## src/dml2t_pkg.sv

```systemverilog
// Shared types and constants of the direct-mapped L2 tag and timing controller.
// Depends on nothing; every other file of the block uses it.
package dml2t_pkg;

    localparam int unsigned CD_W      = 13;           // countdown width, holds hit + memory latency
    localparam int unsigned OUTW_W    = 11;           // outstanding word counter
    localparam logic [10:0] OUTW_MAX  = 11'd2047;
    localparam logic [31:0] POISON_TAG = 32'hFFFF_FFFF;
    localparam int unsigned PADDR_W   = 5;

    typedef enum logic [1:0] {
        CMD_TICK   = 2'd0,
        CMD_LOAD   = 2'd1,
        CMD_STORE  = 2'd2,
        CMD_ATOMIC = 2'd3
    } t_cmd;

    typedef enum logic [2:0] {
        OUT_HIT      = 3'd0,
        OUT_MISS     = 3'd1,
        OUT_FAULT    = 3'd2,
        OUT_BANK     = 3'd3,
        OUT_BW       = 3'd4,
        OUT_QFULL    = 3'd5,
        OUT_STORE_OR = 3'd6,
        OUT_TICK     = 3'd7
    } t_outcome;

    typedef enum logic [2:0] {
        REG_LWL    = 3'd0,
        REG_HIT    = 3'd1,
        REG_MEM    = 3'd2,
        REG_DRAIN  = 3'd3,
        REG_LIMIT  = 3'd4,
        REG_WORDS  = 3'd5,
        REG_BYPASS = 3'd6
    } t_reg_idx;

    typedef enum logic [1:0] {
        ST_CLEAR,
        ST_IDLE,
        ST_EXEC,
        ST_TICK
    } t_state;

    typedef struct packed {
        logic [2:0]  line_words_log2;
        logic [7:0]  hit_cycles;
        logic [11:0] mem_latency;
        logic [7:0]  drain_per_tick;
        logic [9:0]  outstanding_limit;
        logic [31:0] mem_words;
        logic        bypass;
    } t_cfg;

    typedef struct packed {
        logic clear_step;
        logic take;
        logic exec;
        logic walk;
    } t_dp_ctrl;

    typedef struct packed {
        logic clear_done;
        logic bank_rdy;
        logic walk_last;
        logic out_free;
    } t_dp_status;

endpackage

```

## src/dml2t_ctrl.sv

```systemverilog
// Sequencer: clearing pass, item intake, access execution and fill-queue walk.
// Depends on dml2t_pkg; drives the datapath through t_dp_ctrl.
module dml2t_ctrl (
    input  logic                    i_clk,
    input  logic                    i_rst_n,
    input  logic                    i_in_valid,
    input  logic [1:0]              i_command,
    output logic                    o_in_stall,
    input  dml2t_pkg::t_dp_status   i_status,
    output dml2t_pkg::t_dp_ctrl     o_ctrl
);
    dml2t_pkg::t_state r_state, n_state;

    always_ff @(posedge i_clk) begin
        if (!i_rst_n) begin
            r_state <= dml2t_pkg::ST_CLEAR;
        end else begin
            r_state <= n_state;
        end
    end

    always_comb begin
        n_state = r_state;
        o_ctrl  = '0;
        o_in_stall = 1'b1;
        case (r_state)
            dml2t_pkg::ST_CLEAR: begin
                o_ctrl.clear_step = 1'b1;
                if (i_status.clear_done) n_state = dml2t_pkg::ST_IDLE;
            end
            dml2t_pkg::ST_IDLE: begin
                o_in_stall  = !i_status.out_free;
                o_ctrl.take = i_in_valid && i_status.out_free;
                if (o_ctrl.take) begin
                    n_state = (dml2t_pkg::t_cmd'(i_command) == dml2t_pkg::CMD_TICK) ?
                              dml2t_pkg::ST_TICK : dml2t_pkg::ST_EXEC;
                end
            end
            dml2t_pkg::ST_EXEC: begin
                // hold until the bank number is known
                o_ctrl.exec = i_status.bank_rdy;
                if (i_status.bank_rdy) n_state = dml2t_pkg::ST_IDLE;
            end
            dml2t_pkg::ST_TICK: begin
                o_ctrl.walk = 1'b1;
                if (i_status.walk_last) n_state = dml2t_pkg::ST_IDLE;
            end
            default: n_state = dml2t_pkg::ST_CLEAR;
        endcase
    end
endmodule

```

## config.mk

```make
export PLATFORM = sky130hd
export DESIGN_NAME = dml2t_ctrl
export DESIGN_NICKNAME = d
export VERILOG_FILES = /design/src/dml2t_pkg.sv /design/src/dml2t_ctrl.sv
export SDC_FILE = /design/constraint.sdc
export NUM_CORES = 1
export LEC_CHECK = 0
export BUFFER_PORTS_ARGS = -buffer_cell sky130_fd_sc_hd__buf_2
export CORE_AREA = 8 8 45 47
export CTS_BUF_LIST = sky130_fd_sc_hd__clkbuf_16
export CTS_CLUSTER_SIZE = 40
export DETAILED_ROUTE_END_ITERATION = 10
export DIE_AREA = 0 0 53 55
export PLACE_DENSITY = 0.37
export SETUP_SLACK_MARGIN = 0.1
export SYNTH_ARGS = -nofsm -noshare
export SYNTH_HDL_FRONTEND = slang
export SYNTH_SLANG_ARGS = --single-unit
```

## constraint.sdc

```tcl
create_clock -name i_clk -period 2.86 [get_ports i_clk]
set_input_delay 0.572 -clock i_clk [delete_from_list [all_inputs] [get_ports i_clk]]
set_output_delay 0.572 -clock i_clk [all_outputs]
set_load 0.1 [all_outputs]
```

# == After elaboration in Yosys (flattened, before gate mapping) ==
# Index checks and enable logic that the tools add are counted.
# classes
addsub,0
mul,0
n_div,0
order_cmp,0
n_eq_ne,7
shifts,0
mux,11
bitwise_logic,0
n_reduce_logical,5
# op_table
cell,n
2-bit 2-to-1 mux,4
"2-bit inequality test, second input constant",4
2-bit case mux with 4 select lines,1
1-bit 2-to-1 mux,6
"2-bit equality test, second input constant",2
2-bit zero test,2
4-bit AND reduction,1
"2-bit by 1-bit equality test with 1-bit output, second input constant",1
1-bit logical AND,1
1-bit zero test,1
# word_totals
ff_bits,2
latch_bits,0
ram_bits,0
rom_bits,0
in_bits,9
output_inout_bits,5
word_cells,24
memories,0

# == Logic depth before layout (Yosys ltp) ==
# Gate-level depths: netlist of run 1.
# logic_depth
depth_word,4
depth_mapped,3
depth_no_buf,3

# == Worst setup path after synthesis of run 1 ==
# OpenSTA, ideal clock, no wires.
# synth_path
kind,input-to-output
start,input port i_status[2] (netlist bit)
end,output port o_ctrl[1] (netlist bit)
t_arrival_ns,1.877
t_required_ns,2.288
setup_slack_ns,0.411
path_stages,2
n_path_buf,0
path_cell_list,nand2_1 -> nor2_1
# synth_lines
item,line,text
from (decl),dml2t_ctrl.sv:9,"input dml2t_pkg::t_dp_status i_status,"
to (decl),dml2t_ctrl.sv:10,output dml2t_pkg::t_dp_ctrl o_ctrl

==> impl_metrics.py, run 1 <==
metrics = {
    "worst_setup_path": {
        "worst_r2r_startpoint": "r_state[0]",
        "critPathLaunchType": "flop",
        "crit_required_ns": 2.29,
        "path_max_fanout": 6,
        "critical_path_buf_inv_count": 2,
        "path_delay_family": "buffers and inverters",
        "cpPeakStageDelay_ns": 0.42,
        "end_kind": "output pin",
        "rr_worst_depth": 3,
        "path_cells": "and2b_1 -> nand3_2 -> inv_1 -> buf_2",
        "crit_slowest_cell": "buf_2",
        "r2r_slack_ns": 1.78,
        "r2r_end": "r_state[0]",
        "criticalPathCategory": "flop to output pin",
        "critPathArrivalTime_ns": 1.40,
    },
    "clock_network": {
        "cts-hold-fix-buffers": 0,
        "h-tree-depth": 1,
        "cts.sinks": 2,
        "cts_buffers": 3,
        "cts_max_path_buffers": 2,
        "cts_resized": 0,
        "clockRootBuffer": "clkbuf_16",
        "cts_tree": "yes",
        "clk_pin_slew_worst_paths_ns": 0.03,
        "cts_setup_buffers": 0,
        "clock_latency_ns": 0.22,
    },
    "grt": {
        "track_usage": 0.04258,
        "grt_pass1_vias": 203,
        "grt_pass1_wl_um": 862,
        "antenna_found_initial": 0,
        "globalRouteOverflowTotal": 0,
        "grt_max_degree": 7,
    },
    "logic_synthesis": {
        "syn_area_per_cell_um2": 7.507,
        "yosys.area.top_type": "dfxtp_1",
        "yosys_warnings": 0,
        "post_synth_and_or_nand_nor_area_fraction": 0.3627,
        "synth_top_area_frac": 0.3137,
        "synth_cell_types": 11,
        "synth.area.mux_share": 0.07843,
        "syn_nets": 26,
        "synth_area_um2": 127.6,
        "synth_compound_area_frac": 0.1863,
        "synthAdderAreaFrac": 0,
        "synthTopCellsByArea": "dfxtp_1 (31%), nand2_1 (8.8%), nor2_1 (8.8%)",
        "synth_top_family_by_area": "simple AND/OR/NAND/NOR gates",
        "synth-xor-area-share": 0,
        "netlist_instances": 17,
        "ys_seq_area_frac": 0.3137,
        "synth-seq-cells": 2,
    },
    "placed_design": {
        "dp.cells": 46,
        "hpwl_um": 437.4,
        "portBuffers": 13,
        "place.gp.congestion": 0.6580,
    },
    "timing": {
        "hold_viol": 0,
        "setup_viol": 0,
        "max_freq_mhz": 508.2,
        "fin_skew_ns": 0.002029,
        "period_share": 0.6880,
        "slew_viol_final": 0,
        "worst_slew_pin_slew_ns": 0.4877,
        "rsz0062_at_grt": "no",
        "max_slew_margin": 0.6771,
        "period_needed_ns": 1.968,
        "fin_tns_setup_ns": 0,
    },
    "worst_hold_path": {
        "hold_depth": 2,
        "holdPathEnd": "r_state[1]",
        "min_path_type": "flop to flop",
        "worstHoldStart": "r_state[1]",
    },
    "floorplanning": {
        "die_area_mm2": 0.002915,
        "top_level_ports": 14,
        "floorplan.initialDensity": 0.09222,
        "coreArea_mm2": 0.001384,
        "die_width_um": 53,
        "fp-row-count": 14,
        "fp.dieH_um": 55,
    },
    "detailed_routing": {
        "ant_nets": 0,
        "vias": 169,
        "firstDrtPassIters": 2,
        "avgRoutedWirePerCell_um": 10.41,
        "drtIter0Drc": 6,
        "viasPerCell": 3.449,
        "wl_um": 510,
        "drc": 0,
    },
    "cells_and_area": {
        "reg.largest.list": "r_state x2",
        "largest_reg_flops": 2,
        "final_cell_mix": "buf_2 (13), nor2_1 (3), nand2_1 (3), clkbuf_16 (3)",
        "n_antenna_cell": 0,
        "fillCellCount": 156,
        "largest-register": "r_state",
        "area_growth_pct": 125.5,
        "final_nets": 44,
        "final_common_cell": "buf_2",
        "drive_gt1_frac": 0.5152,
        "final_cells": 49,
    },
    "power": {
        "irDropWorstVdd_uv": 299.5,
        "finalPower_uw": 283.1,
        "total_leakage_power_nw": 0.1504,
        "p_per_area_mw_per_mm2": 983.9,
    },
    "run": {
        "drv_cap": 0,
    },
    "outcome": {
        "outcome": "complete, no violations",
    },
}
-- power breakdown --
part / total [mW] / internal, mW / switching [mW]
Sequential: 0.0325 / 0.0299 / 0.00263
Clock: 0.208 / 0.178 / 0.0303
Combinational: 0.0425 / 0.0105 / 0.0320
-- through the flow --
step / worst slack, ns / hold WS (ns) / utilization / area [µm²]
CTS: 0.8831 / 0.5421 / 0.2080 / 287.8
global placement: 1.047 / 0.5284 / 0.1537 / 212.7
floorplan: 0.4109 / 0.4826 / - / 127.6
detailed placement: 1.029 / 0.5412 / 0.1537 / 212.7
global route: 0.8011 / 0.5746 / 0.2080 / 287.8
finish: 0.8924 / 0.5344 / 0.2080 / 287.8
-- cell type report --
cell class,instances,area [µm²],share of cell area
multi-input combinational,13,80.08,0.2783
inverter,2,7.507,0.02609
clock buffer,3,75.07,0.2609
timing repair buffer,13,65.06,0.2261
sequential,2,40.04,0.1391
tap,16,20.02,0.06957
-- how the worst max path moves through the flow --
stage,start,endpoint,slack [ns],depth (start not counted)
final,r_state[0],o_ctrl[2],0.89,4
after CTS,r_state[0],o_ctrl[2],0.88,4
after global routing,r_state[0],o_ctrl[2],0.80,4
after floorplan,i_status[2],o_ctrl[1],0.41,2
after detailed placement,i_status[2],o_ctrl[1],1.03,4
after global placement,i_status[2],o_ctrl[1],1.05,4
-- synthesized netlist by cell type --
library cell and n:
o221a_1 1, and2b_1 1, and2_1 1, inv_1 2
o21ai_0 1, dfxtp_1 2, a21boi_0 1, nand2_1 3
nor2_1 3, mux2i_1 1, nand3_2 1
-- metal layers --
| metal | share of wire | vias to the layer above | global-route usage |
|---|---|---|---|
| met5 | 0 | - | 0 |
| met4 | 0 | 0 | 0.02586 |
| met3 | 0.18 | 0 | 0.04011 |
| met2 | 0.26 | 14 | 0.03906 |
| met1 | 0.56 | 64 | 0.05606 |
| li1 | - | 91 | - |
-- kinds of logic after synthesis --
group                  after synthesis
AND/OR/NAND/NOR                      9
AO/OA/AOI/OAI                        3
flip-flops                           2
buffers and inverters                2
multiplexers                         1
-- worst min-delay path, stage by stage, from the launching register on --
cell	delay, ns
dfxtp_1	0.34
nand2_1	0.07
a21boi_0	0.07
Note: power is estimated with default switching activity, not from simulation.
==> inputs of run 2 (changes only) <==
- ABC_AREA: unset -> 1
- PLACE_DENSITY: 0.37 -> 0.4
- clock period: 2.86 -> 1.94 ns (I/O delays scaled with it)
==> impl_metrics.py, run 2 <==
metrics = {
    "outcome": {
        "outcome": "complete, no violations",
    },
    "timing": {
        "max_freq_mhz": 581.1,
        "slew_viol_final": 0,
        "setup_viol": 0,
        "fin_tns_setup_ns": 0,
        "rsz0062_at_grt": "no",
        "period_needed_ns": 1.721,
        "max_slew_margin": 0.6753,
        "hold_viol": 0,
        "worst_slew_pin_slew_ns": 0.4904,
        "whs_ns": 0.4031,
        "period_share": 0.8870,
        "fin_skew_ns": 0.002703,
    },
    "floorplanning": {
        "die_width_um": 53,
        "die_area_mm2": 0.002915,
        "floorplan.initialDensity": 0.1193,
        "fp-row-count": 14,
        "coreArea_mm2": 0.001384,
        "top_level_ports": 14,
        "fp.dieH_um": 55,
    },
    "detailed_routing": {
        "ant_nets": 0,
        "drtIter0Drc": 4,
        "viasPerCell": 3.531,
        "wl_met2_um": 243,
        "met3_wirelength_um": 103,
        "wl_um": 575,
        "avgRoutedWirePerCell_um": 8.984,
        "highest_layer": "met4",
        "vias": 226,
        "drc": 0,
        "wl_met1_um": 208,
        "firstDrtPassIters": 2,
    },
    "cells_and_area": {
        "largest_reg_flops": 2,
        "final_cells": 64,
        "area_growth_pct": 101.5,
        "final_area_um2": 332.8,
        "largest-register": "r_state",
        "final_cell_mix": "buf_2 (13), inv_1 (8), nand2_1 (7), nor2_1 (5), nor2_2 (4)",
        "final_common_cell": "buf_2",
        "reg.largest.list": "r_state x2",
        "fillCellCount": 168,
        "drive_gt1_frac": 0.4167,
        "n_antenna_cell": 0,
        "final_nets": 59,
    },
    "worst_setup_path": {
        "criticalPathCategory": "flop to output pin",
        "end_kind": "output pin",
        "critPathArrivalTime_ns": 1.33,
        "path_max_fanout": 7,
        "crit_required_ns": 1.55,
        "rr_worst_depth": 7,
        "critPathLaunchType": "flop",
    },
    "clock_network": {
        "clockRootBuffer": "clkbuf_16",
        "cts_tree": "yes",
        "clock_latency_ns": 0.22,
        "cts_setup_buffers": 0,
        "cts_resized": 0,
        "clk_pin_slew_worst_paths_ns": 0.03,
        "cts_buffers": 3,
        "h-tree-depth": 1,
        "cts_max_path_buffers": 2,
        "cts-hold-fix-buffers": 0,
        "cts.sinks": 2,
    },
    "logic_synthesis": {
        "syn_area_per_cell_um2": 5.161,
        "yosys.area.top_type": "dfxtp_1",
        "syn_nets": 41,
        "synth_cell_types": 9,
        "synth_top_area_frac": 0.2424,
        "yosys_warnings": 0,
        "synthTopCellsByArea": "dfxtp_1 (24%), inv_1 (18%), nor2_1 (18%)",
        "synth_area_um2": 165.2,
        "ys_seq_area_frac": 0.2424,
        "synth_edf_count": 0,
        "synth_ff_type": "dfxtp_1",
        "synth-seq-cells": 2,
        "netlist_instances": 32,
        "async_flop_share": 0,
        "ys_top_cells_by_count": "inv_1 (8), nor2_1 (8), nand2_1 (7), nand3_1 (3), dfxtp_1 (2)",
    },
    "placed_design": {
        "place.gp.congestion": 0.6735,
        "dp.cells": 61,
        "portBuffers": 13,
        "hpwl_um": 466,
        "place_area_um2": 257.7,
    },
    "power": {
        "irDropWorstVdd_uv": 519.0,
        "p_per_area_mw_per_mm2": 1447,
        "sequentialPowerShare": 0.114,
        "p_sw_uw": 146.8,
        "switching_share": 0.3049,
        "comb_power_share": 0.248,
        "clkPwrFrac": 0.638,
        "total_leakage_power_nw": 0.1925,
        "p_int_uw": 334.8,
    },
    "run": {
        "drv_cap": 0,
    },
    "worst_hold_path": {
        "hold_depth": 2,
        "min_path_type": "input pin to flop",
    },
    "grt": {
        "grt_pass1_vias": 215,
        "track_usage": 0.04692,
        "globalRouteOverflowTotal": 0,
        "grt_max_degree": 8,
        "antenna_found_initial": 0,
        "grt_pass1_wl_um": 862,
    },
}
-- run 2: changes by cell type after synthesis, moves of 3 or more --
cell and delta:
inv_1 +6, nand2_1 +4, nand3_1 +3, nor2_1 +5
-- run 2: final timing paths --
path / startpoint / end / slack [ns]
min: i_rst_n / r_state[1] / 0.40
max: r_state[0] / o_ctrl[2] / 0.22
min reg2reg: r_state[0] / r_state[0] / 0.59
max reg2reg: r_state[0] / r_state[0] / 0.88
-- run 2: worst max-delay path, cell delays in order (launching register included) --
cell	delay, ns
dfxtp_1	0.43
nand2_1	0.14
nor2_2	0.11
buf_2	0.43
-- run 2: through the flow --
stage                     setup WS (ns)  power (mW)  utilization
after floorplan                  0.2203      0.1527            -
after global placement           0.4346      0.1761       0.1863
after detailed placement         0.4411      0.1760       0.1863
after CTS                        0.2030      0.4924       0.2405
after global routing             0.1268      0.5057       0.2405
final                            0.2192      0.4816       0.2405
-- run 2: area by class of cell --
| cell class | count | area, µm² | share of cell area |
|---|---|---|---|
| Sequential cell | 2 | 40.04 | 0.1203 |
| Timing Repair Buffer | 13 | 65.06 | 0.1955 |
| Multi-Input combinational cell | 22 | 102.6 | 0.3083 |
| Inverter | 8 | 30.03 | 0.09023 |
| Tap cell | 16 | 20.02 | 0.06015 |
| Clock buffer | 3 | 75.07 | 0.2256 |
-- run 2: cell families (layout without fill, tap and decap cells) --
kind of cell | after synthesis | in the layout | share of synthesized area
buffers and inverters | 8 | 24 | 0.1818
flip-flops | 2 | 2 | 0.2424
AND/OR/NAND/NOR | 19 | 19 | 0.4697
AO/OA/AOI/OAI | 3 | 3 | 0.1060
-- run 2: routing by layer --
metal  up-vias  GRT usage
met1        86    0.03782
met3         4    0.04813
met2        10    0.06055
met5         -          0
li1        126          -
met4         0    0.05172
-- run 2: power groups by stage --
stage          Clock (mW)  Sequential, mW  Combinational, mW
6_report            0.307          0.0549              0.119
5_1_grt             0.321          0.0561              0.129
4_1_cts             0.317          0.0549              0.121
3_5_place_dp            0          0.0556              0.120
3_3_place_gp            0          0.0552              0.121
2_1_floorplan           0          0.0538             0.0989
==> inputs of run 3 (changes only) <==
- ABC_AREA: 1 -> unset
- PLACE_DENSITY: 0.4 -> 0.37
==> impl_metrics.py, run 3 (synthesis results as in run 1) <==
metrics = {
    "cells_and_area": {
        "final_cells": 49,
        "largest-register": "r_state",
        "reg.largest.list": "r_state x2",
        "final_area_um2": 295.3,
        "fillCellCount": 159,
        "largest_reg_flops": 2,
        "area_growth_pct": 131.4,
        "final_common_cell": "buf_2",
        "n_antenna_cell": 0,
        "final_nets": 44,
        "final_cell_mix": "buf_2 (12), nand2_1 (3), clkbuf_16 (3)",
        "drive_gt1_frac": 0.5758,
    },
    "floorplanning": {
        "coreArea_mm2": 0.001384,
        "die_area_mm2": 0.002915,
        "fp-row-count": 14,
        "die_width_um": 53,
        "floorplan.initialDensity": 0.09222,
        "fp.dieH_um": 55,
        "top_level_ports": 14,
    },
    "clock_network": {
        "clock_latency_ns": 0.22,
        "cts_tree": "yes",
        "clk_pin_slew_worst_paths_ns": 0.03,
        "h-tree-depth": 1,
        "cts_max_path_buffers": 2,
        "cts_buffers": 3,
        "cts.sinks": 2,
        "cts-hold-fix-buffers": 0,
        "clockRootBuffer": "clkbuf_16",
    },
    "timing": {
        "period_share": 0.8913,
        "hold_viol": 0,
        "worst_slew_pin_slew_ns": 0.4887,
        "fin_tns_setup_ns": 0,
        "fin_skew_ns": 0.0003171,
        "max_freq_mhz": 578.4,
        "setup_ws_ns": 0.2110,
        "slew_viol_final": 0,
        "rsz0062_at_grt": "no",
        "setup_viol": 0,
        "max_slew_margin": 0.6764,
        "period_needed_ns": 1.729,
    },
    "placed_design": {
        "dp_slack_ns": 0.3309,
        "place.gp.congestion": 0.6787,
        "place_area_um2": 217.7,
        "portBuffers": 13,
        "hpwl_um": 432.7,
        "dp.cells": 46,
    },
    "grt": {
        "antenna_found_initial": 0,
        "grt_pass1_vias": 186,
        "grt_pass1_wl_um": 814,
        "grt_max_degree": 7,
        "globalRouteOverflowTotal": 0,
        "track_usage": 0.04583,
    },
    "detailed_routing": {
        "avgRoutedWirePerCell_um": 10.88,
        "wl_um": 533,
        "firstDrtPassIters": 2,
        "drtIter0Drc": 1,
        "ant_nets": 0,
        "viasPerCell": 3.388,
        "drc": 0,
        "vias": 166,
    },
    "outcome": {
        "outcome": "complete, no violations",
    },
    "power": {
        "p_per_area_mw_per_mm2": 1431,
        "sequentialPowerShare": 0.115,
        "irDropWorstVdd_uv": 354.1,
        "clkPwrFrac": 0.735,
        "total_leakage_power_nw": 0.1505,
        "p_int_uw": 322.9,
        "p_sw_uw": 99.78,
        "finalPower_uw": 422.7,
        "comb_power_share": 0.149,
        "switching_share": 0.2361,
    },
    "worst_setup_path": {
        "critPathLaunchType": "flop",
        "end_kind": "output pin",
        "criticalPathCategory": "flop to output pin",
        "path_max_fanout": 6,
        "critPathArrivalTime_ns": 1.34,
        "crit_required_ns": 1.55,
    },
    "run": {
        "drv_cap": 0,
    },
    "worst_hold_path": {
        "min_path_type": "input pin to flop",
    },
}
==> run 3: power by group through the flow <==
stage | clock, mW | sequential [mW] | combinational [mW]
floorplan | 0 | 0.0481 | 0.0480
global placement | 0 | 0.0494 | 0.0634
detailed placement | 0 | 0.0494 | 0.0631
CTS | 0.315 | 0.0490 | 0.0637
global route | 0.323 | 0.0497 | 0.0659
finish | 0.311 | 0.0487 | 0.0631
==> run 3: routing by layer <==
metal | GRT usage | part of all wire
met1 | 0.05446 | 0.50
met2 | 0.03125 | 0.23
met3 | 0.05348 | 0.23
met4 | 0.05172 | 0.047
met5 | 0 | 0
==> run 3: worst paths after layout <==
path	from	to	slack (ns)	cells after the start
worst max-delay path	r_state[1]	o_in_stall	0.21	3
worst min-delay path	i_rst_n	r_state[0]	0.43	2
worst max register to register	r_state[0]	r_state[0]	0.82	3
worst min register to register	r_state[1]	r_state[1]	0.55	2
==> run 3: worst max-delay path: stages, from the launching register on <==
cell	delay (ns)
dfxtp_1	0.41
and2b_1	0.23
nand2_1	0.06
buf_2	0.42
==> run 3: per-stage QoR <==
step	hold slack (ns)	utilization
floorplan	0.4929	-
global placement	0.5430	0.1573
detailed placement	0.5475	0.1573
CTS	0.4311	0.2134
global route	0.4364	0.2134
finish	0.4324	0.2134
==> run 3: repair_timing <==
action / 4_1_cts / 5_1_grt
hold endpoints to repair: 0 / 0
resized for setup: 1 / 0
setup buffers: 0 / 0
endpoints found under the setup margin: 1 / 0
==> run 3: final cells by class <==
type	instances	area, µm²	share of cell area
repair buffers	13	67.56	0.2288
multi-input cells	13	85.08	0.2881
inverters	2	7.507	0.02542
clock buffers	3	75.07	0.2542
well taps	16	20.02	0.06780
flip-flops and latches	2	40.04	0.1356
