File: src/dml2t_pkg.sv
// Shared types and constants of the direct-mapped L2 tag and timing controller.
// Depends on nothing; every other file of the block uses it.
package dml2t_pkg;

    localparam int unsigned CD_W      = 13;           // countdown width, holds hit + memory latency
    localparam int unsigned OUTW_W    = 11;           // outstanding word counter
    localparam logic [10:0] OUTW_MAX  = 11'd2047;
    localparam logic [31:0] POISON_TAG = 32'hFFFF_FFFF;
    localparam int unsigned PADDR_W   = 5;

    typedef enum logic [1:0] {
        CMD_TICK   = 2'd0,
        CMD_LOAD   = 2'd1,
        CMD_STORE  = 2'd2,
        CMD_ATOMIC = 2'd3
    } t_cmd;

    typedef enum logic [2:0] {
        OUT_HIT      = 3'd0,
        OUT_MISS     = 3'd1,
        OUT_FAULT    = 3'd2,
        OUT_BANK     = 3'd3,
        OUT_BW       = 3'd4,
        OUT_QFULL    = 3'd5,
        OUT_STORE_OR = 3'd6,
        OUT_TICK     = 3'd7
    } t_outcome;

    typedef enum logic [2:0] {
        REG_LWL    = 3'd0,
        REG_HIT    = 3'd1,
        REG_MEM    = 3'd2,
        REG_DRAIN  = 3'd3,
        REG_LIMIT  = 3'd4,
        REG_WORDS  = 3'd5,
        REG_BYPASS = 3'd6
    } t_reg_idx;

    typedef enum logic [1:0] {
        ST_CLEAR,
        ST_IDLE,
        ST_EXEC,
        ST_TICK
    } t_state;

    typedef struct packed {
        logic [2:0]  line_words_log2;
        logic [7:0]  hit_cycles;
        logic [11:0] mem_latency;
        logic [7:0]  drain_per_tick;
        logic [9:0]  outstanding_limit;
        logic [31:0] mem_words;
        logic        bypass;
    } t_cfg;

    typedef struct packed {
        logic clear_step;
        logic take;
        logic exec;
        logic walk;
    } t_dp_ctrl;

    typedef struct packed {
        logic clear_done;
        logic bank_rdy;
        logic walk_last;
        logic out_free;
    } t_dp_status;

endpackage

File: src/dml2t_cfg.sv
// Configuration register file behind the APB-style port.
// Depends on dml2t_pkg.
module dml2t_cfg (
    input  logic                              i_clk,
    input  logic                              i_rst_n,
    input  logic                              psel,
    input  logic                              penable,
    input  logic                              pwrite,
    input  logic [dml2t_pkg::PADDR_W-1:0]     paddr,
    input  logic [31:0]                       pwdata,
    output logic [31:0]                       prdata,
    output logic                              pready,
    output dml2t_pkg::t_cfg                   o_cfg
);
    dml2t_pkg::t_cfg r_cfg;
    logic            w_wr;

    assign w_wr   = psel && penable && pwrite;
    assign pready = 1'b1;
    assign o_cfg  = r_cfg;

    always_ff @(posedge i_clk) begin
        if (!i_rst_n) begin
            r_cfg.line_words_log2   <= 3'd2;
            r_cfg.hit_cycles        <= 8'd1;
            r_cfg.mem_latency       <= 12'd100;
            r_cfg.drain_per_tick    <= 8'd8;
            r_cfg.outstanding_limit <= 10'd256;
            r_cfg.mem_words         <= 32'd4194304;
            r_cfg.bypass            <= 1'b0;
        end else if (w_wr) begin
            case (dml2t_pkg::t_reg_idx'(paddr[4:2]))
                dml2t_pkg::REG_LWL:    r_cfg.line_words_log2   <= pwdata[2:0];
                dml2t_pkg::REG_HIT:    r_cfg.hit_cycles        <= pwdata[7:0];
                dml2t_pkg::REG_MEM:    r_cfg.mem_latency       <= pwdata[11:0];
                dml2t_pkg::REG_DRAIN:  r_cfg.drain_per_tick    <= pwdata[7:0];
                dml2t_pkg::REG_LIMIT:  r_cfg.outstanding_limit <= pwdata[9:0];
                dml2t_pkg::REG_WORDS:  r_cfg.mem_words         <= pwdata;
                dml2t_pkg::REG_BYPASS: r_cfg.bypass            <= pwdata[0];
                default: ;
            endcase
        end
    end

    always_comb begin
        case (dml2t_pkg::t_reg_idx'(paddr[4:2]))
            dml2t_pkg::REG_LWL:    prdata = {29'd0, r_cfg.line_words_log2};
            dml2t_pkg::REG_HIT:    prdata = {24'd0, r_cfg.hit_cycles};
            dml2t_pkg::REG_MEM:    prdata = {20'd0, r_cfg.mem_latency};
            dml2t_pkg::REG_DRAIN:  prdata = {24'd0, r_cfg.drain_per_tick};
            dml2t_pkg::REG_LIMIT:  prdata = {22'd0, r_cfg.outstanding_limit};
            dml2t_pkg::REG_WORDS:  prdata = r_cfg.mem_words;
            dml2t_pkg::REG_BYPASS: prdata = {31'd0, r_cfg.bypass};
            default:               prdata = 32'd0;
        endcase
    end
endmodule

File: config.mk
export PLATFORM = sky130hd
export DESIGN_NAME = dml2t_cfg
export DESIGN_NICKNAME = d
export VERILOG_FILES = /design/src/dml2t_pkg.sv /design/src/dml2t_cfg.sv
export SDC_FILE = /design/constraint.sdc
export NUM_CORES = 1
export LEC_CHECK = 0
export BUFFER_PORTS_ARGS = -buffer_cell sky130_fd_sc_hd__buf_2
export CORE_MARGIN = 4
export CORE_UTILIZATION = 35
export CTS_BUF_LIST = sky130_fd_sc_hd__clkbuf_16
export CTS_CLUSTER_DIAMETER = 30
export DETAILED_ROUTE_END_ITERATION = 8
export MAX_ROUTING_LAYER = met4
export PLACE_DENSITY = 0.71
export SLEW_MARGIN = 10
export SYNTH_ARGS = -nofsm -noshare
export SYNTH_HDL_FRONTEND = slang
export SYNTH_SLANG_ARGS = --single-unit
File: constraint.sdc
create_clock -name i_clk -period 1.6 [get_ports i_clk]
set_clock_uncertainty 0.05 [all_clocks]
set_input_delay 0.24 -clock i_clk [delete_from_list [all_inputs] [get_ports i_clk]]
set_output_delay 0.24 -clock i_clk [all_outputs]
set_load 0.05 [all_outputs]
# After elaboration in Yosys (flattened, before gate mapping)

Index checks and enable logic that the tools add are counted.

$add $sub $neg: 0
Multipliers: 0
Divide/modulo/power cells: 0
$lt $le $gt $ge: 0
Equality and inequality tests: 6
Shifts and indexed selects: 0
Multiplexer cells: 1
Bitwise gates (word level): 0
Reductions and logical operators: 10

Operators by type and width:

| cell                                                             | count |
|---|---|
| 32-bit one-hot mux with 7 select lines                           | 1 |
| 2-bit AND reduction                                              | 7 |
| 3-bit == test (second input constant)                            | 3 |
| 3-bit by 2-bit == test with 1-bit output (second input constant) | 2 |
| 3-bit by 1-bit == test with 1-bit output (second input constant) | 1 |
| 3-bit zero test                                                  | 1 |
| 1-bit logical AND                                                | 2 |

Flip-flop bits (word level): 74
Latch bits: 0
RAM bits: 0
Memory bits (read-only): 0
Input bits: 42
Output and inout port bits: 107
Memories kept: 0

# Depth between registers and ports, before layout

Gate-level depths: netlist (run 1).

Depth in word-level cells: 3
Depth in mapped cells: 6
Depth with buffers taken out: 3

# Worst setup path after synthesis (run 1)

No wires, ideal clock.

Path type: input to output
From: input port paddr[3] in the netlist's numbering
To: output port prdata[2]
Arrival: 2.608 ns
Data required time: 1.310 ns
Setup slack: -1.298 ns
Stages on the path: 4
Path buffers: 2
Cells stage by stage: buf_2 > buf_2 > mux2i_1 > o311ai_0

Cells in the longest elaborated chain, start to end: 2

Ends and longest elaborated chain:

| item                                       | RTL line        | source |
|---|---|---|
| from (decl)                                | dml2t_cfg.sv:9  | `input logic [dml2t_pkg::PADDR_W-1:0] paddr,` |
| 3-bit == test (tied with other cells)      | dml2t_cfg.sv:46 | `case (dml2t_pkg::t_reg_idx'(paddr[4:2]))` |
| 32-bit one-hot mux with 7 select lines (*) | dml2t_cfg.sv:46 |  |
| to (decl)                                  | dml2t_cfg.sv:11 | `output logic [31:0] prdata,` |

Every way passes the cells marked *; elsewhere a longest branch is shown, timed or not.

# Worst setup path in the final report (run 1)

From: register r_cfg, in the netlist o_cfg[0]
To: output port prdata[0]

Cells in the longest elaborated chain, start to end: 1

Ends and longest elaborated chain:

| item                                   | RTL line        | source |
|---|---|---|
| from (decl)                            | dml2t_cfg.sv:15 | `dml2t_pkg::t_cfg r_cfg;` |
| 32-bit one-hot mux with 7 select lines | dml2t_cfg.sv:46 |  |

No other way between the ends.

==> impl_metrics.yaml, run 1 <==
setup_path:
  r2r_setup_slack_ns: 0.77
  cp-start-kind: "flip-flop"
  worstPathMaxFanout: 2
  max_stage_delay_ns: 0.48
  crit_chain: "mux4_2, mux2_4, buf_8"
  end_kind: "primary output"
  critPathBufInv: 1
  arrival_ns: 1.57
  critPathSlowestCell: "mux4_2"
  critPathKind: "reg -> out"
  crit_required_ns: 1.31
  crit_family: "multiplexers"
route:
  vias_per_cell: 4.84
  antenna_left: 0
  drc_errors: 0
  avgRoutedWirePerCell_um: 16.3
  wl_um: 11000
  first_pass_iters: 4
  vias: 3284
  first_iter_violations: 110
status:
  violations: "negative setup slack"
  status: "finished with violations"
power:
  p_clk_frac: 0.439
  peakVddDrop_uv: 527
  swShare: 0.243
  p_sw_mw: 1.04
  comb_power_share: 0.125
  power_density_nw_per_um2: 810
  seq_power_share: 0.435
  leakage_nw: 2.42
  p_int_mw: 3.25
timing:
  setup_slack_ns: -0.256
  setup_viol: 4
  fmax_mhz: 539
  hold_ws_ns: 0.0986
  hold_viol: 0
  rsz0062_at_grt: "yes"
  slew_violations: 0
  fin_crit_ns: 1.86
  setup-tns-final_ns: -0.454
  fin_crit_sh: 1.16
synthesis:
  synth_edf_count: 0
  synth_top_family_by_area: "multiplexers"
  muxShareOfSynthArea: 0.240
  ys_types: 36
  synth-xor-area-share: 0
  avgSynthCellArea_um2: 9.31
  synthArstFlopShare: 0
  yosysWarningCount: 0
  synthSimpleGateAreaFrac: 0.185
  ys_seq_area_frac: 0.435
  synth-compound-area-share: 0.0888
  synth_cells: 366
  synth-adder-area-share: 0
  yosys_most_used_dff: "dfxtp_1"
  ys_ff_latch: 74
  syn_area_um2: 3410
  synth_nets: 408
layout:
  post-route-util: 0.566
  fin_nets: 586
  final_cells: 678
  design_area_um2: 5310
  diodes: 0
  final_cell_mix: "buf_2, nand2_1, mux2i_1"
  drive_above_1_share: 0.512
  layout_commonest_cell: "buf_2"
  areaGrowthSynthToFinish_pct: 55.7
  largest_reg_flops: 74
clock_tree:
  numClockSinks: 74
  ctsHoldBuffers: 0
  clock_insertion_delay_worst_skew_ns: 0.32
  cts_buffers: 9
  cts_tree: "yes"
  clk_pin_slew_ns: 0.05
  clockBufferDepth: 2
  cts-root-buf: "clkbuf_16"
  cts_max_level: 3
grt:
  grt_max_degree: 44
  grt_pass1_vias: 3337
  grt_pass1_wl_um: 17400
  grt_overflow: 0
  globalRouteTotalUtil: 0.198
  antenna_found_initial: 0
floorplan:
  die_h_um: 107
  num_rows: 35
  start_util: 0.364
  core-area_um2: 9370
  die_w_um: 107
  die_area_um2: 11400
  io_pins: 149
place:
  post_dp_cell_area_um2: 4730
  port_buffers: 145
  hpwl_um: 8330
  dp.cells: 650
  gp_congestion: 0.828
worst_hold_path:
  hold_class: "in -> reg"
job:
  max_cap_viol_count: 0
[kinds of logic after synthesis]
family	after synthesis
flip-flops	74
AO/OA/AOI/OAI	39
buffers and inverters	39
other	1
multiplexers	79
AND/OR/NAND/NOR	134
[layer usage]
metal | vias up | wire, um | global-route usage
met4 | 0 | 181 | 0.0639
li1 | 1604 | - | -
met1 | 1574 | 4730 | 0.233
met5 | - | 0 | -
met2 | 96 | 5650 | 0.348
met3 | 10 | 469 | 0.0319
[worst paths after layout]
check,startpoint,endpoint,depth (start not counted)
setup / recovery,o_cfg[0]$_SDFFE_PN0P_,prdata[0],3
hold / removal,pwdata[1],o_cfg[72]$_SDFFE_PN1P_,2
setup reg to reg,o_cfg[72]$_SDFFE_PN1P_,o_cfg[72]$_SDFFE_PN1P_,2
hold reg to reg,o_cfg[31]$_SDFFE_PN0P_,o_cfg[31]$_SDFFE_PN0P_,2
[synth_stat cells (all sizes together) (3+ instances only)]
| cell type | count | area (um^2) |
|---|---|---|
| o2bb2ai | 5 | 43.8 |
| inv | 9 | 33.8 |
| dfxtp | 74 | 1480 |
| and2 | 20 | 125 |
| a221oi | 3 | 26.3 |
| clkbuf | 16 | 60.1 |
| nor2 | 5 | 43.8 |
| o21ai | 6 | 30.0 |
| nand2 | 98 | 368 |
| buf | 14 | 77.6 |
| mux2i | 76 | 761 |
| a2bb2oi | 4 | 35.0 |
| a21oi | 3 | 15.0 |
| o311ai | 7 | 61.3 |
| nand2b | 3 | 18.8 |
[layout make-up]
cell class | instances | area (um^2)
clock buffer | 9 | 225
clock inverter | 7 | 53.8
fill | 851 | 4070
inverter | 9 | 33.8
multi-input combinational | 253 | 1960
sequential | 74 | 1510
tap | 129 | 161
timing repair buffer | 197 | 1360
[timing repair]
item / 4_1_cts / 5_1_grt
endpoints found under the setup margin: 32 / 14
pin swaps: 2 / 6
hold endpoints to repair: 0 / 0
setup buffers: 7 / 5
gates resized for setup: 52 / 18
[metrics by stage]
stage	setup slack, ns	power (mW)
finish	-0.256	4.30
global route	-0.291	4.46
CTS	-0.269	4.33
detailed placement	-0.180	2.41
global placement	-0.174	2.40
floorplan	-0.0398	2.21
[power by group through the flow]
| stage | combinational (mW) | sequential (mW) | clock [mW] |
|---|---|---|---|
| CTS | 0.528 | 1.87 | 1.94 |
| global route | 0.577 | 1.87 | 2.01 |
| detailed placement | 0.496 | 1.91 | 0 |
| floorplan | 0.251 | 1.96 | 0 |
| finish | 0.539 | 1.87 | 1.89 |
| global placement | 0.486 | 1.91 | 0 |
(Power assumes the default switching activity.)
==> run 2, diff against run 1 <==
--- a/config.mk
+++ b/config.mk
@@ -9,3 +9,3 @@
 export CORE_MARGIN = 4
-export CORE_UTILIZATION = 35
+export CORE_UTILIZATION = 47
 export CTS_BUF_LIST = sky130_fd_sc_hd__clkbuf_16
@@ -13,4 +13,5 @@
 export DETAILED_ROUTE_END_ITERATION = 8
+export GPL_ROUTABILITY_DRIVEN = 0
 export MAX_ROUTING_LAYER = met4
-export PLACE_DENSITY = 0.71
+export PLACE_DENSITY = 0.88
 export SLEW_MARGIN = 10
--- a/constraint.sdc
+++ b/constraint.sdc
@@ -4,2 +4,2 @@
 set_output_delay 0.24 -clock i_clk [all_outputs]
-set_load 0.05 [all_outputs]
+set_load 0.1 [all_outputs]
==> impl_metrics.yaml, run 2 (synthesis results as in run 1) <==
power:
  peakVddDrop_uv: 582
  seq_power_share: 0.392
  p_sw_mw: 1.34
  power_density_nw_per_um2: 768
  p_int_mw: 3.33
  leakage_nw: 2.67
  p_clk_frac: 0.439
  swShare: 0.287
  comb_power_share: 0.169
floorplan:
  num_rows: 30
  die_w_um: 93.2
  start_util: 0.493
  core-area_um2: 6910
  io_pins: 149
  die_area_um2: 8680
  die_h_um: 93.2
setup_path:
  critPathSlowestCell: "mux4_2"
  cp.depth: 3
  cp-endpoint: "prdata[0]"
  crit_family: "multiplexers"
  arrival_ns: 1.61
  critical_path.startpoint: "o_cfg[0]$_SDFFE_PN0P_"
  crit_chain: "mux4_2, mux2_4, buf_12"
  cp-start-kind: "flip-flop"
  max_stage_delay_ns: 0.47
  end_kind: "primary output"
  worstPathMaxFanout: 2
  critPathBufInv: 1
  r2r-start: "o_cfg[72]$_SDFFE_PN1P_"
  worst-r2r-cell-count: 2
  r2r_setup_slack_ns: 0.66
  critPathKind: "reg -> out"
  r2r-end: "o_cfg[72]$_SDFFE_PN1P_"
  crit_required_ns: 1.31
route:
  vias: 3877
  first_pass_iters: 5
  wl_um: 15000
  antenna_left: 0
  vias_per_cell: 5.93
  avgRoutedWirePerCell_um: 22.9
  first_iter_violations: 324
  drc_errors: 0
layout:
  drive_above_1_share: 0.630
  layout_commonest_cell: "buf_2"
  post-route-util: 0.882
  fin_nets: 594
  design_area_um2: 6090
  areaGrowthSynthToFinish_pct: 78.6
  largest_reg_flops: 74
  final_cell_mix: "buf_2, nand2_1, mux2i_1"
timing:
  setup_viol: 23
  rsz0062_at_grt: "yes"
  worst_pin_slew_ns: 0.538
  slew_violations: 0
  fin_crit_sh: 1.19
  fin_crit_ns: 1.90
  setup_slack_ns: -0.303
  slew-limit-headroom: 0.641
  fmax_mhz: 525
  hold_viol: 0
clock_tree:
  clockBufferDepth: 2
  cts_buffers: 9
  cts_max_level: 3
  clock_insertion_delay_worst_skew_ns: 0.34
  numClockSinks: 74
  cts_tree: "yes"
  cts-root-buf: "clkbuf_16"
  clk_pin_slew_ns: 0.06
grt:
  grt_max_degree: 34
  antenna_found_initial: 1
  grt_pass1_wl_um: 21400
  globalRouteTotalUtil: 0.330
  grt_pass1_vias: 3863
  grt_overflow: 0
status:
  violations: "negative setup slack"
  status: "finished with violations"
place:
  hpwl_um: 8600
  post_dp_cell_area_um2: 5340
  port_buffers: 145
job:
  max_cap_viol_count: 0
worst_hold_path:
  hold_class: "in -> reg"
run 2: how the worst min path moves through the flow:
stage	endpoint	slack (ns)	depth (start not counted)	start
2_1_floorplan	o_cfg[72]$_SDFFE_PN1P_	0.31	1	pwdata[1]
3_3_place_gp	o_cfg[30]$_SDFFE_PN0P_	0.40	2	o_cfg[30]$_SDFFE_PN0P_
3_5_place_dp	o_cfg[15]$_SDFFE_PN0P_	0.41	2	o_cfg[15]$_SDFFE_PN0P_
4_1_cts	o_cfg[18]$_SDFFE_PN0P_	0.09	3	pwdata[17]
5_1_grt	o_cfg[28]$_SDFFE_PN0P_	0.11	3	pwdata[27]
6_report	o_cfg[13]$_SDFFE_PN0P_	0.09	3	pwdata[12]
run 2: power by group through the flow:
stage	Combinational, mW	Clock (mW)	Sequential [mW]
after floorplan	0.322	0	1.98
final	0.792	2.05	1.83
after global routing	0.815	2.13	1.83
after global placement	0.635	0	1.87
after detailed placement	0.652	0	1.87
after CTS	0.739	2.01	1.83
run 2: final cells by class:
type | count | area (um^2)
Multi-Input combinational cell | 253 | 2110
Timing Repair Buffer | 205 | 1890
Sequential cell | 74 | 1640
Fill cell | 289 | 818
Clock buffer | 11 | 275
Tap cell | 96 | 120
Inverter | 9 | 33.8
Clock inverter | 5 | 22.5
Antenna cell | 1 | 2.50
run 2: tightest hold or removal path: stages:
cell,delay [ns]
buf_2,0.10
nand2_1,0.05
mux2i_1,0.06
run 2: what timing repair did:
action / CTS / global route
setup buffers: 14 / 6
cloned: 3 / 0
hold buffers: 0 / 0
endpoints found under the setup margin: 32 / 28
gates resized for setup: 42 / 14
pin swaps: 19 / 10
run 2: stage by stage:
step | instances | setup WS, ns | hold WS (ns) | TNS [ns] | total power [mW]
finish | 654 | -0.303 | 0.0947 | -1.59 | 4.67
global route | 654 | -0.305 | 0.106 | -1.93 | 4.77
CTS | 649 | -0.281 | 0.0915 | -1.73 | 4.58
detailed placement | 617 | -0.210 | 0.407 | -6.32 | 2.52
global placement | 617 | -0.156 | 0.397 | -3.95 | 2.50
floorplan | 366 | -0.288 | 0.307 | -0.782 | 2.30
run 2: per-layer routing:
layer | GRT usage | wire, um | vias to the layer above
li1 | - | - | 1633
met1 | 0.365 | 5350 | 1851
met2 | 0.558 | 7470 | 314
met3 | 0.0732 | 1300 | 79
met4 | 0.172 | 865 | 0
met5 | - | 0 | -
==> run 3, diff against run 2 <==
ABC_CLOCK_PERIOD_IN_PS = 1600   (was not set)
CORE_MARGIN = 1   (was 4)
==> impl_metrics.yaml, run 3 (synthesis results as in run 1) <==
route:
  drc_errors: 0
  first_pass_iters: 5
  first_iter_violations: 315
  wl_um: 14300
  avgRoutedWirePerCell_um: 22.2
  vias: 3822
  antenna_left: 0
  vias_per_cell: 5.93
grt:
  grt_pass1_vias: 3823
  antenna_found_initial: 0
  globalRouteTotalUtil: 0.386
  grt_max_degree: 51
  grt_pass1_wl_um: 20800
  grt_overflow: 0
power:
  peakVddDrop_uv: 765
  power_density_nw_per_um2: 765
  fin_total_pwr_mw: 4.57
  leakage_nw: 2.64
layout:
  layout_commonest_cell: "buf_2"
  nFillCells: 324
  multiInputGateArea_um2: 2110
  areaGrowthSynthToFinish_pct: 75.3
  design_area_um2: 5970
  drive_above_1_share: 0.622
  diodes: 0
  final_cell_mix: "buf_2, nand2_1, mux2i_1"
  seqCellArea_um2: 1640
  largest_reg_flops: 74
  fin_nets: 585
setup_path:
  critPathKind: "reg -> out"
  cp-start-kind: "flip-flop"
  end_kind: "primary output"
  worstPathMaxFanout: 2
  arrival_ns: 1.61
  r2r_setup_slack_ns: 0.68
  crit_required_ns: 1.31
timing:
  setup-tns-final_ns: -3.77
  worst_pin_slew_ns: 0.626
  fin_crit_ns: 1.90
  slew-limit-headroom: 0.582
  rsz0062_at_grt: "yes"
  hold_viol: 0
  setup_viol: 32
  fin_crit_sh: 1.19
  fmax_mhz: 526
  hold_ws_ns: 0.0951
  setup_slack_ns: -0.302
  slew_violations: 0
floorplan:
  io_pins: 149
  core-area_um2: 6910
  start_util: 0.493
  die_w_um: 87.2
  die_h_um: 87.2
  die_area_um2: 7600
  num_rows: 30
clock_tree:
  clock_insertion_delay_worst_skew_ns: 0.33
  cts_max_level: 3
  cts-root-buf: "clkbuf_16"
  clk_pin_slew_ns: 0.06
  cts_tree: "yes"
  numClockSinks: 74
  clockBufferDepth: 2
  cts_buffers: 9
job:
  max_cap_viol_count: 0
worst_hold_path:
  hold_class: "in -> reg"
status:
  status: "finished with violations"
  violations: "negative setup slack"
place:
  dpl_worst_slack_ns: -0.269
  hpwl_um: 8100
  post_dp_cell_area_um2: 5310
  port_buffers: 145
-- run 3: changes by cell type in the layout (fill, tap and decap cells not counted), sizes merged --
cell    delta
buf       -11
bufbuf     +2
clkinv     -3
diode      -1
inv        +3
-- run 3: routing by layer --
metal / vias to the layer above / global-route usage / routed length (um)
met5: - / - / 0
met4: 0 / 0.252 / 994
met3: 85 / 0.0701 / 1080
met2: 285 / 0.671 / 7190
met1: 1840 / 0.400 / 5050
li1: 1612 / - / -
-- run 3: critical path, cell delays in order, from the launching register on --
cell and delay [ns]:
dfxtp_2 0.33, mux4_2 0.48, mux2_4 0.30, buf_12 0.17
-- run 3: worst paths after layout --
kind / cells past startpoint / from / to
setup / recovery: 3 / o_cfg[0]$_SDFFE_PN0P_ / prdata[0]
hold / removal: 2 / pwdata[1] / o_cfg[72]$_SDFFE_PN1P_
hold reg to reg: 2 / o_cfg[27]$_SDFFE_PN0P_ / o_cfg[27]$_SDFFE_PN0P_
setup reg to reg: 2 / o_cfg[56]$_SDFFE_PN1P_ / o_cfg[56]$_SDFFE_PN1P_
-- run 3: timing repair --
| action | CTS | global route |
|---|---|---|
| gates cloned | 2 | 0 |
| endpoints found under the setup margin | 32 | 32 |
| setup buffers | 12 | 2 |
| pin swaps | 8 | 4 |
| gates resized for setup | 31 | 8 |
| hold buffers | 0 | 0 |
-- run 3: cell type report --
cell class,instances,share of cell area
tap,96,0.0201
inverter,9,0.00566
clock buffer,11,0.0461
multi-input combinational,253,0.354
timing repair buffer,196,0.297
clock inverter,5,0.00335
sequential,74,0.274
-- run 3: metrics by stage --
| stage | utilization | cells |
|---|---|---|
| final | 0.865 | 644 |
| after global routing | 0.865 | 644 |
| after global placement | 0.769 | 614 |
| after floorplan | - | 366 |
| after detailed placement | 0.769 | 614 |
| after CTS | 0.859 | 644 |
-- run 3: power by group --
part / internal [mW] / switching [mW]
clock: 1.21 / 0.767
combinational: 0.271 / 0.486
sequential: 1.82 / 0.0149
